$ cat config.mk
export PLATFORM = sky130hd
export DESIGN_NAME = top_n_score_tracker
export DESIGN_NICKNAME = d
export VERILOG_FILES = /design/src/sv/tnst_pkg.sv /design/src/sv/tnst_cell.sv /design/src/sv/top_n_score_tracker.sv
export SDC_FILE = /design/constraint.sdc
export NUM_CORES = 1
export LEC_CHECK = 0
export ABC_AREA = 1
export ABC_CLOCK_PERIOD_IN_PS = 4970
export BUFFER_PORTS_ARGS = -buffer_cell sky130_fd_sc_hd__buf_2
export CAP_MARGIN = 20
export CORE_ASPECT_RATIO = 0.5
export CORE_MARGIN = 2
export CORE_UTILIZATION = 45
export CTS_BUF_LIST = sky130_fd_sc_hd__clkbuf_8
export DETAILED_ROUTE_END_ITERATION = 10
export SYNTH_ARGS = -nofsm -noshare
export SYNTH_HDL_FRONTEND = slang
export SYNTH_HIERARCHICAL = 1
export SYNTH_SLANG_ARGS = --single-unit
$ cat constraint.sdc
create_clock -name clk -period 4.97 [get_ports clk]
set_clock_uncertainty 0.1 [all_clocks]
set_input_delay 0.2485 -clock clk [delete_from_list [all_inputs] [get_ports clk]]
set_output_delay 0.2485 -clock clk [all_outputs]
set_load 0.02 [all_outputs]
$ cat src/sv/tnst_pkg.sv
// Shared types and constants for the top-N score tracker.
// Holds field widths, operation codes and the cell link structs.
// No dependencies; imported by tnst_cell and top_n_score_tracker.
package tnst_pkg;

  // Field widths of the item ports
  localparam int KIND_W  = 2;
  localparam int TAG_W   = 16;
  localparam int SCORE_W = 32;
  localparam int RANK_W  = 3;
  localparam int POS_W   = 4;
  localparam int COUNT_W = 4;
  localparam int CAP_W   = 4;

  // Build-time depth and capacity register reset
  localparam int MAX_ENTRIES_DEF = 8;
  localparam int CAP_RESET       = 8;

  // Operation codes carried in the kind field
  typedef enum logic [KIND_W-1:0] {
    KIND_ADD   = 2'd0,
    KIND_CLEAR = 2'd1,
    KIND_READ  = 2'd2,
    KIND_NOP   = 2'd3
  } kind_t;

  // One stored entry, also the data handed from cell to cell
  typedef struct packed {
    logic signed [SCORE_W-1:0] score;
    logic [TAG_W-1:0]          tag;
  } entry_t;

  // Per-cell control from the top level
  typedef struct packed {
    logic ins_en;    // an add is being kept this cycle
    logic occupied;  // cell index is below the stored count
  } cell_ctl_t;

endpackage

$ cat src/sv/tnst_cell.sv
// One cell of the sorted chain: holds one entry and compares it with the
// incoming score. Takes the new entry or its upper neighbor's on insert.
// Depends on tnst_pkg.
module tnst_cell (
  input  logic               clk,
  input  tnst_pkg::cell_ctl_t ctl,
  input  tnst_pkg::entry_t   new_entry,
  input  tnst_pkg::entry_t   prev_entry,
  input  logic               prev_beat,
  output tnst_pkg::entry_t   entry,
  output logic               beat
);
  import tnst_pkg::*;

  // New score goes at or above this cell: empty, or strictly higher
  assign beat = !ctl.occupied || (new_entry.score > entry.score);

  // First beaten cell takes the new entry, cells below it shift down
  always_ff @(posedge clk) begin
    if (ctl.ins_en && beat) begin
      entry <= prev_beat ? prev_entry : new_entry;
    end
  end

endmodule

$ cat src/sv/top_n_score_tracker.sv
// Top-N score tracker: a sorted list of the best score/tag pairs.
// Depends on tnst_pkg and tnst_cell.
//
// Usage:
//   Input channel (in_valid/in_stall) carries kind, tag, score and rank.
//   kind selects add, clear, read or no operation. Every item yields one
//   result on the output channel (out_valid/out_stall): position of an
//   add (MAX_ENTRIES when not kept), count after the item, and on a read
//   read_tag, read_score and read_ok.
//   Config channel (cfg_valid/cfg_ready) writes capacity; cfg_ready is
//   always high. Write it only while no item is in flight. A lower
//   capacity trims the stored count at once.
//   Results are registered: out_valid rises in the cycle after accept.
//   Throughput: one item per cycle while no result is held under out_stall;
//   all cells compare against the new score in parallel and shift in the same cycle, so the cell row sets the rate.
//   Stall: while a result waits under out_stall, in_stall is raised and
//   the held result is kept unchanged.
//   Reset (rst, synchronous): list empty, capacity 8 (limited to
//   MAX_ENTRIES), no result pending.
module top_n_score_tracker #(
  parameter int MAX_ENTRIES = tnst_pkg::MAX_ENTRIES_DEF
) (
  input  logic                              clk,
  input  logic                              rst,
  // config channel
  input  logic                              cfg_valid,
  output logic                              cfg_ready,
  input  logic [tnst_pkg::CAP_W-1:0]        capacity,
  // input channel
  input  logic                              in_valid,
  output logic                              in_stall,
  input  logic [tnst_pkg::KIND_W-1:0]       kind,
  input  logic [tnst_pkg::TAG_W-1:0]        tag,
  input  logic signed [tnst_pkg::SCORE_W-1:0] score,
  input  logic [tnst_pkg::RANK_W-1:0]       rank,
  // output channel
  output logic                              out_valid,
  input  logic                              out_stall,
  output logic [tnst_pkg::POS_W-1:0]        position,
  output logic [tnst_pkg::COUNT_W-1:0]      count,
  output logic [tnst_pkg::TAG_W-1:0]        read_tag,
  output logic signed [tnst_pkg::SCORE_W-1:0] read_score,
  output logic                              read_ok
);
  import tnst_pkg::*;

  localparam int CNT_W = $clog2(MAX_ENTRIES + 1);
  localparam int EXT_W = (CNT_W > CAP_W) ? CNT_W : CAP_W;

  // Control state
  logic [CNT_W-1:0] stored_count;
  logic [CNT_W-1:0] stored_count_next;
  logic [CNT_W-1:0] eff_cap;
  logic [CNT_W-1:0] eff_cap_wr;

  logic   in_accept;
  kind_t  kind_op;
  entry_t new_entry;

  // Cell row links
  entry_t    cell_entry [MAX_ENTRIES];
  logic      cell_beat  [MAX_ENTRIES];
  cell_ctl_t cell_ctl   [MAX_ENTRIES];

  logic [CNT_W-1:0] ins_pos;
  logic             kept;
  logic             rd_hit;
  entry_t           rd_entry;

  assign cfg_ready = 1'b1;
  assign in_stall  = out_valid && out_stall;
  assign in_accept = in_valid && !in_stall;
  assign kind_op   = kind_t'(kind);
  assign new_entry = '{score: score, tag: tag};

  // Effective capacity of a written value: zero acts as one, clip to depth
  always_comb begin
    if (capacity == '0) begin
      eff_cap_wr = CNT_W'(1);
    end else if (EXT_W'(capacity) > EXT_W'(MAX_ENTRIES)) begin
      eff_cap_wr = CNT_W'(MAX_ENTRIES);
    end else begin
      eff_cap_wr = CNT_W'(capacity);
    end
  end

  // Insert rank: first beaten cell, beat flags form a thermometer
  always_comb begin
    ins_pos = CNT_W'(MAX_ENTRIES);
    for (int i = MAX_ENTRIES - 1; i >= 0; i--) begin
      if (cell_beat[i]) begin
        ins_pos = CNT_W'(i);
      end
    end
  end

  assign kept = (kind_op == KIND_ADD) && (ins_pos < eff_cap);

  // Cell row
  for (genvar g = 0; g < MAX_ENTRIES; g++) begin : g_cell
    assign cell_ctl[g].ins_en   = in_accept && kept;
    assign cell_ctl[g].occupied = (CNT_W'(g) < stored_count);

    if (g == 0) begin : g_head
      tnst_cell u_cell (
        .clk        (clk),
        .ctl        (cell_ctl[g]),
        .new_entry  (new_entry),
        .prev_entry (new_entry),
        .prev_beat  (1'b0),
        .entry      (cell_entry[g]),
        .beat       (cell_beat[g])
      );
    end else begin : g_body
      tnst_cell u_cell (
        .clk        (clk),
        .ctl        (cell_ctl[g]),
        .new_entry  (new_entry),
        .prev_entry (cell_entry[g-1]),
        .prev_beat  (cell_beat[g-1]),
        .entry      (cell_entry[g]),
        .beat       (cell_beat[g])
      );
    end
  end

  // Read select over the row
  always_comb begin
    rd_entry = '0;
    for (int i = 0; i < MAX_ENTRIES; i++) begin
      if (RANK_W'(i) == rank && i < (1 << RANK_W)) begin
        rd_entry = cell_entry[i];
      end
    end
  end

  assign rd_hit = (kind_op == KIND_READ) && (32'(rank) < 32'(stored_count))
                  && (32'(rank) < 32'(MAX_ENTRIES));

  // Stored count after this item
  always_comb begin
    stored_count_next = stored_count;
    case (kind_op)
      KIND_ADD: begin
        if (kept && stored_count < eff_cap) begin
          stored_count_next = stored_count + CNT_W'(1);
        end
      end
      KIND_CLEAR: stored_count_next = '0;
      default:    stored_count_next = stored_count;
    endcase
  end

  // Count and capacity registers
  always_ff @(posedge clk) begin
    if (rst) begin
      stored_count <= '0;
      eff_cap      <= (CAP_RESET > MAX_ENTRIES) ? CNT_W'(MAX_ENTRIES) : CNT_W'(CAP_RESET);
    end else if (cfg_valid && cfg_ready) begin
      eff_cap <= eff_cap_wr;
      if (stored_count > eff_cap_wr) begin
        stored_count <= eff_cap_wr;
      end
    end else if (in_accept) begin
      stored_count <= stored_count_next;
    end
  end

  // Output register: valid flag
  always_ff @(posedge clk) begin
    if (rst) begin
      out_valid <= 1'b0;
    end else if (in_accept) begin
      out_valid <= 1'b1;
    end else if (!out_stall) begin
      out_valid <= 1'b0;
    end
  end

  // Output register: result payload
  always_ff @(posedge clk) begin
    if (in_accept) begin
      position   <= kept ? POS_W'(ins_pos) : POS_W'(MAX_ENTRIES);
      count      <= COUNT_W'(stored_count_next);
      read_ok    <= rd_hit;
      read_tag   <= rd_hit ? rd_entry.tag : '0;
      read_score <= rd_hit ? rd_entry.score : '0;
    end
  end

endmodule
After elaboration in Yosys (flattened, before gate mapping)
Index checks and enable logic that the tools add are counted.

Register bits after elaboration: 450. Bits of input ports: 62.

Add/sub/neg operators: 1. $lt $le $gt $ge: 21. Eq/ne operators: 11. Mux-type cells: 32. Reduce and logical (&&, ||, !) cells: 36.

Operators by type and width (number): 48-bit 2-to-1 mux (15); 32-bit > comparator (8); 4-bit 2-to-1 mux (14); 3-bit by 4-bit < comparator with 1-bit output, first input constant (4); 1-bit logical AND (14); 3-bit equality test, first input constant (4); 1-bit logical NOT (9); 1-bit logical OR (8); 1-bit by 4-bit < comparator with 1-bit output, first input constant (2); 2-bit by 4-bit < comparator with 1-bit output, first input constant (2); 4-bit < comparator (2); 4-bit case mux with 2 select lines (1); 2-bit by 3-bit equality test with 1-bit output, first input constant (2); 4-bit by 1-bit adder with 4-bit output, second input constant (1); 4-bit > comparator (1); 4-bit > comparator, second input constant (1); 4-bit logical NOT (1); 3-bit by 4-bit < comparator with 1-bit output (1); 2-bit by 1-bit != test with 1-bit output, second input constant (2); 1-bit by 3-bit equality test with 1-bit output, first input constant (1); 3-bit logical NOT (1); 2-bit by 1-bit equality test with 1-bit output, second input constant (1); 2-bit equality test, second input constant (1); 2-bit logical NOT (1); other kinds (3) (4).

Depth between registers and ports, before layout
Depth after elaboration: 18. Mapped depth: 34. Gate-level depth less buffers: 34.

Modules after synthesis
The synthesis kept the hierarchy.

By module, submodules not included: tnst_cell at g_cell[0].g_head.u_cell ... (times used 7, cells an instance 248, area each 2905.3 sq um); top_n_score_tracker (times used 1, cells an instance 846, area each 5750.5 sq um); tnst_cell at g_cell[3].g_body.u_cell (times used 1, cells an instance 253, area each 2911.5 sq um).

Worst setup path after synthesis
OpenSTA, ideal clock, no wires.

Path kind: reg-to-reg. Start point: reg out_valid. End point: reg g_cell[3].g_body.u_cell/entry[0] in the netlist's numbering (enable). Setup time: 422 ps. Arrival: 5010 ps. Data required time: 4448 ps. Path slack: -562 ps. Cell stages (with the launch flop): 8. Clock period less this slack: 5532 ps. Cells stage by stage: dfxtp_1 > nand2_1 > inv_1 > nor2_1 > inv_1 > nor2_1 > inv_1 > a21oi_2.

RTL lines: start: declaration (RTL line top_n_score_tracker.sv:37) `output logic out_valid,`; start signal: assignment (RTL line top_n_score_tracker.sv:172) `out_valid <= 1'b0;`; start signal: assignment (RTL line top_n_score_tracker.sv:174) `out_valid <= 1'b1;`; start signal: assignment (RTL line top_n_score_tracker.sv:176) `out_valid <= 1'b0;`; end signal: assignment (RTL line tnst_cell.sv:21) `entry <= prev_beat ? prev_entry : new_entry;`; end: declaration (RTL line tnst_cell.sv:10) `output tnst_pkg::entry_t entry,`.

==> results.cfg <==
[worst_setup_path]
reg2reg_from = g_cell[3].g_body.u_cell/entry[47]
reg2reg_to = g_cell[5].g_body.u_cell/entry[33]
end_kind = register
cpMostUsedCell = nand2_1
slowest_delay_ns = 0.56
cp_slowest_cell = dlygate4sd3_1
cp.arrival_ns = 5.10
critPathKind = input pin to register
crit_fanout = 12
ff2ff_path_depth = 26
start_kind = input pin
reg2reg_slack_ns = 0.22
cp.required_ns = 5.26
path_delay_family = buffers and inverters
crit_buf_inv = 9

[power]
p_leak_nw = 14.6
peakVddDrop_v = 0.000168
powerDensity_mw_per_mm2 = 306

[hold_path]
hold_depth = 3
min_to = g_cell[0].g_head.u_cell/entry[43]
hold_start = score[27]
hold_path_class = input pin to register

[cts]
cts.sinks = 450
clk_latency_ns = 0.71
cts_tree = done
htree_levels = 3
cts_buffers = 74
clockBufferDepth = 3
root_buffer = clkbuf_8
cts.clk_slew.worst_paths_ns = 0.07

[floorplan]
initial_core_util_pct = 45.8
die_area_sq_mm = 0.0666
die_h_um = 184
core_area_sq_mm = 0.0634
chipWidth_um = 363
num_rows = 65
ioPinCount = 122

[placed_design]
routabilityCongestion = 0.908
port_buffers = 120
hpwlAfterDp_um = 58300
dp_cells = 3777

[sta]
setup_tns_ns = 0
tightest_slew_ns = 1.05
hold_viol = 0
relSlewSlack_pct = 30.0
drv_slew = 0
setup_viol_count_final = 0
layout_min_cycle_time_ns = 4.80
period_share_pct = 96.7
max_freq_mhz = 208

[logic_synthesis]
yosysTopAreaCell = edfxtp_1
synth_warnings = 6
syn-cell-area_sq_mm = 0.0290
yosysTopAreaCellShare_pct = 45.7
ys_top_cells_by_area = edfxtp_1 46%, mux2_2 12%, ha_1 12%, nand2_1 6.4%, inv_1 5.2%
synth_seq_area_share_pct = 46.3
syn_area_per_cell_sq_um = 10.2
synth_cell_types = 39
ys_ff_latch = 450
netlist_instances = 2835

[layout]
nets = 3394
final_common_cell = nand2_1
multiInputGateArea_sq_mm = 0.0136
drive_gt1_share_pct = 23.9
diodes = 0
final_cells = 3955
num-fill-cells = 5698
regArea_sq_mm = 0.0134
final_cell_mix = 485 x nand2_1, 441 x edfxtp_1, 420 x inv_1, 320 x mux2_2, 270 x ha_1
area_growth_syn_to_layout_pct = 14.8

[routing]
drt_iter0_drc = 1981
vias_per_cell = 5.51
ant_nets = 0
vias = 21781
remaining_drc_errors = 0
wl_um = 86600
routedWlPerCell_um = 21.9
drt-pass1-iter-count = 5

[global_route]
grt_pass1_wl_um = 130000
antenna_found_initial = 1
grt-ovfl-total = 0
grt_usage_pct = 26.0
grt_max_degree = 58
grt_pass1_vias = 20978

[job]
drv_cap = 0

[status]
status = finished clean
## how the worst max path moves through the flow
stage / from / endpoint / cells past startpoint / slack, ns
floorplan: g_cell[0].g_head.u_cell/entry[47] / g_cell[3].g_body.u_cell/entry[0] / 19 / -0.26
global route: score[11] / g_cell[5].g_body.u_cell/entry[33] / 25 / -0.0009
detailed placement: score[27] / g_cell[5].g_body.u_cell/entry[5] / 24 / 0.1
CTS: g_cell[0].g_head.u_cell/entry[43] / g_cell[3].g_body.u_cell/entry[22] / 23 / 0.14
global placement: score[19] / g_cell[3].g_body.u_cell/entry[29] / 24 / 0.13
finish: score[11] / g_cell[5].g_body.u_cell/entry[33] / 26 / 0.17
## kinds of logic (layout without fill, tap and decap cells)
group                    Yosys count  count (layout)  share of synthesized area (%)
other                              2               5                         0.0259
multiplexers                     376             376                           14.6
XOR/XNOR                           2               2                         0.0604
AND/OR/NAND/NOR                  779             779                           11.9
flip-flops                       450             450                           46.3
buffers and inverters            545             825                           7.35
AO/OA/AOI/OAI                    411             411                           8.09
adder cells (fa/ha/maj)          270             270                           11.6
## metrics by stage
stage | power (mW) | setup WS [ns] | util [%] | cell area, sq um | hold slack [ns]
after detailed placement | 6.55 | 0.0991 | 49.2 | 31200 | 0.373
final | 10.2 | 0.166 | 52.5 | 33300 | 0.0475
after floorplan | 5.85 | -0.256 | - | 29100 | 0.218
after global routing | 10.6 | -0.000870 | 52.5 | 33300 | 0.0399
after CTS | 10.2 | 0.144 | 52.4 | 33200 | 0.00391
after global placement | 6.51 | 0.127 | 49.2 | 31200 | 0.361
## routing by layer
layer	vias to the layer above	wire [um]	global-route usage, %
li1	10397	-	-
met5	-	0	0
met1	10522	41800	39.0
met4	0	1620	6.09
met2	757	36300	38.6
met3	105	6800	4.74
## worst min-delay path, delay by kind of cell
family | cells | cell delay, ns
buf+inv | 2 | 0.37
mux | 1 | 0.14
## cell type report
type	count	share of cell area, %
Timing Repair Buffer	249	5.84
Multi-Input combinational cell	1843	41.0
Clock inverter	57	1.60
Inverter	444	5.01
Sequential cell	450	40.3
Tap cell	837	3.15
Clock buffer	75	3.10
## state kept, by name (all words and copies together) (netlist names)
signal and count:
g_cell.g_body.u_cell/entry 336, g_cell.g_head.u_cell/entry 48, read_score 32, read_tag 16, count 4, eff_cap 4, position 4, stored_count 4
out_valid 1, read_ok 1
## synthesized netlist by cell type (all sizes together)
master	instances
xor2	1
a21oi	212
o21a	19
edfxtp	441
o211ai	38
clkbuf	27
dfxtp	9
a41oi	9
and3	1
ha	270
nor4	2
a221oi	9
a21o	8
a21boi	1
o21ai	114
buf	74
nor3	18
a2111oi	1
mux2	376
conb	2
xnor2	1
nand3	89
nand2	501
nand3b	1
nand4	76
clkinv	1
inv	443
nor2	91
## report_power, final
group | switching (mW) | internal [mW]
registers | 0.0934 | 4.42
logic | 1.24 | 0.802
clock network | 1.67 | 1.95
## what timing repair did
item / in CTS / in global routing
resized for setup: 0 / 12
setup buffers: 0 / 1
endpoints found under the hold margin: 205 / 0
hold buffers: 44 / 0
setup endpoints to repair: 0 / 386
Note: power is estimated with default switching activity, not from simulation.
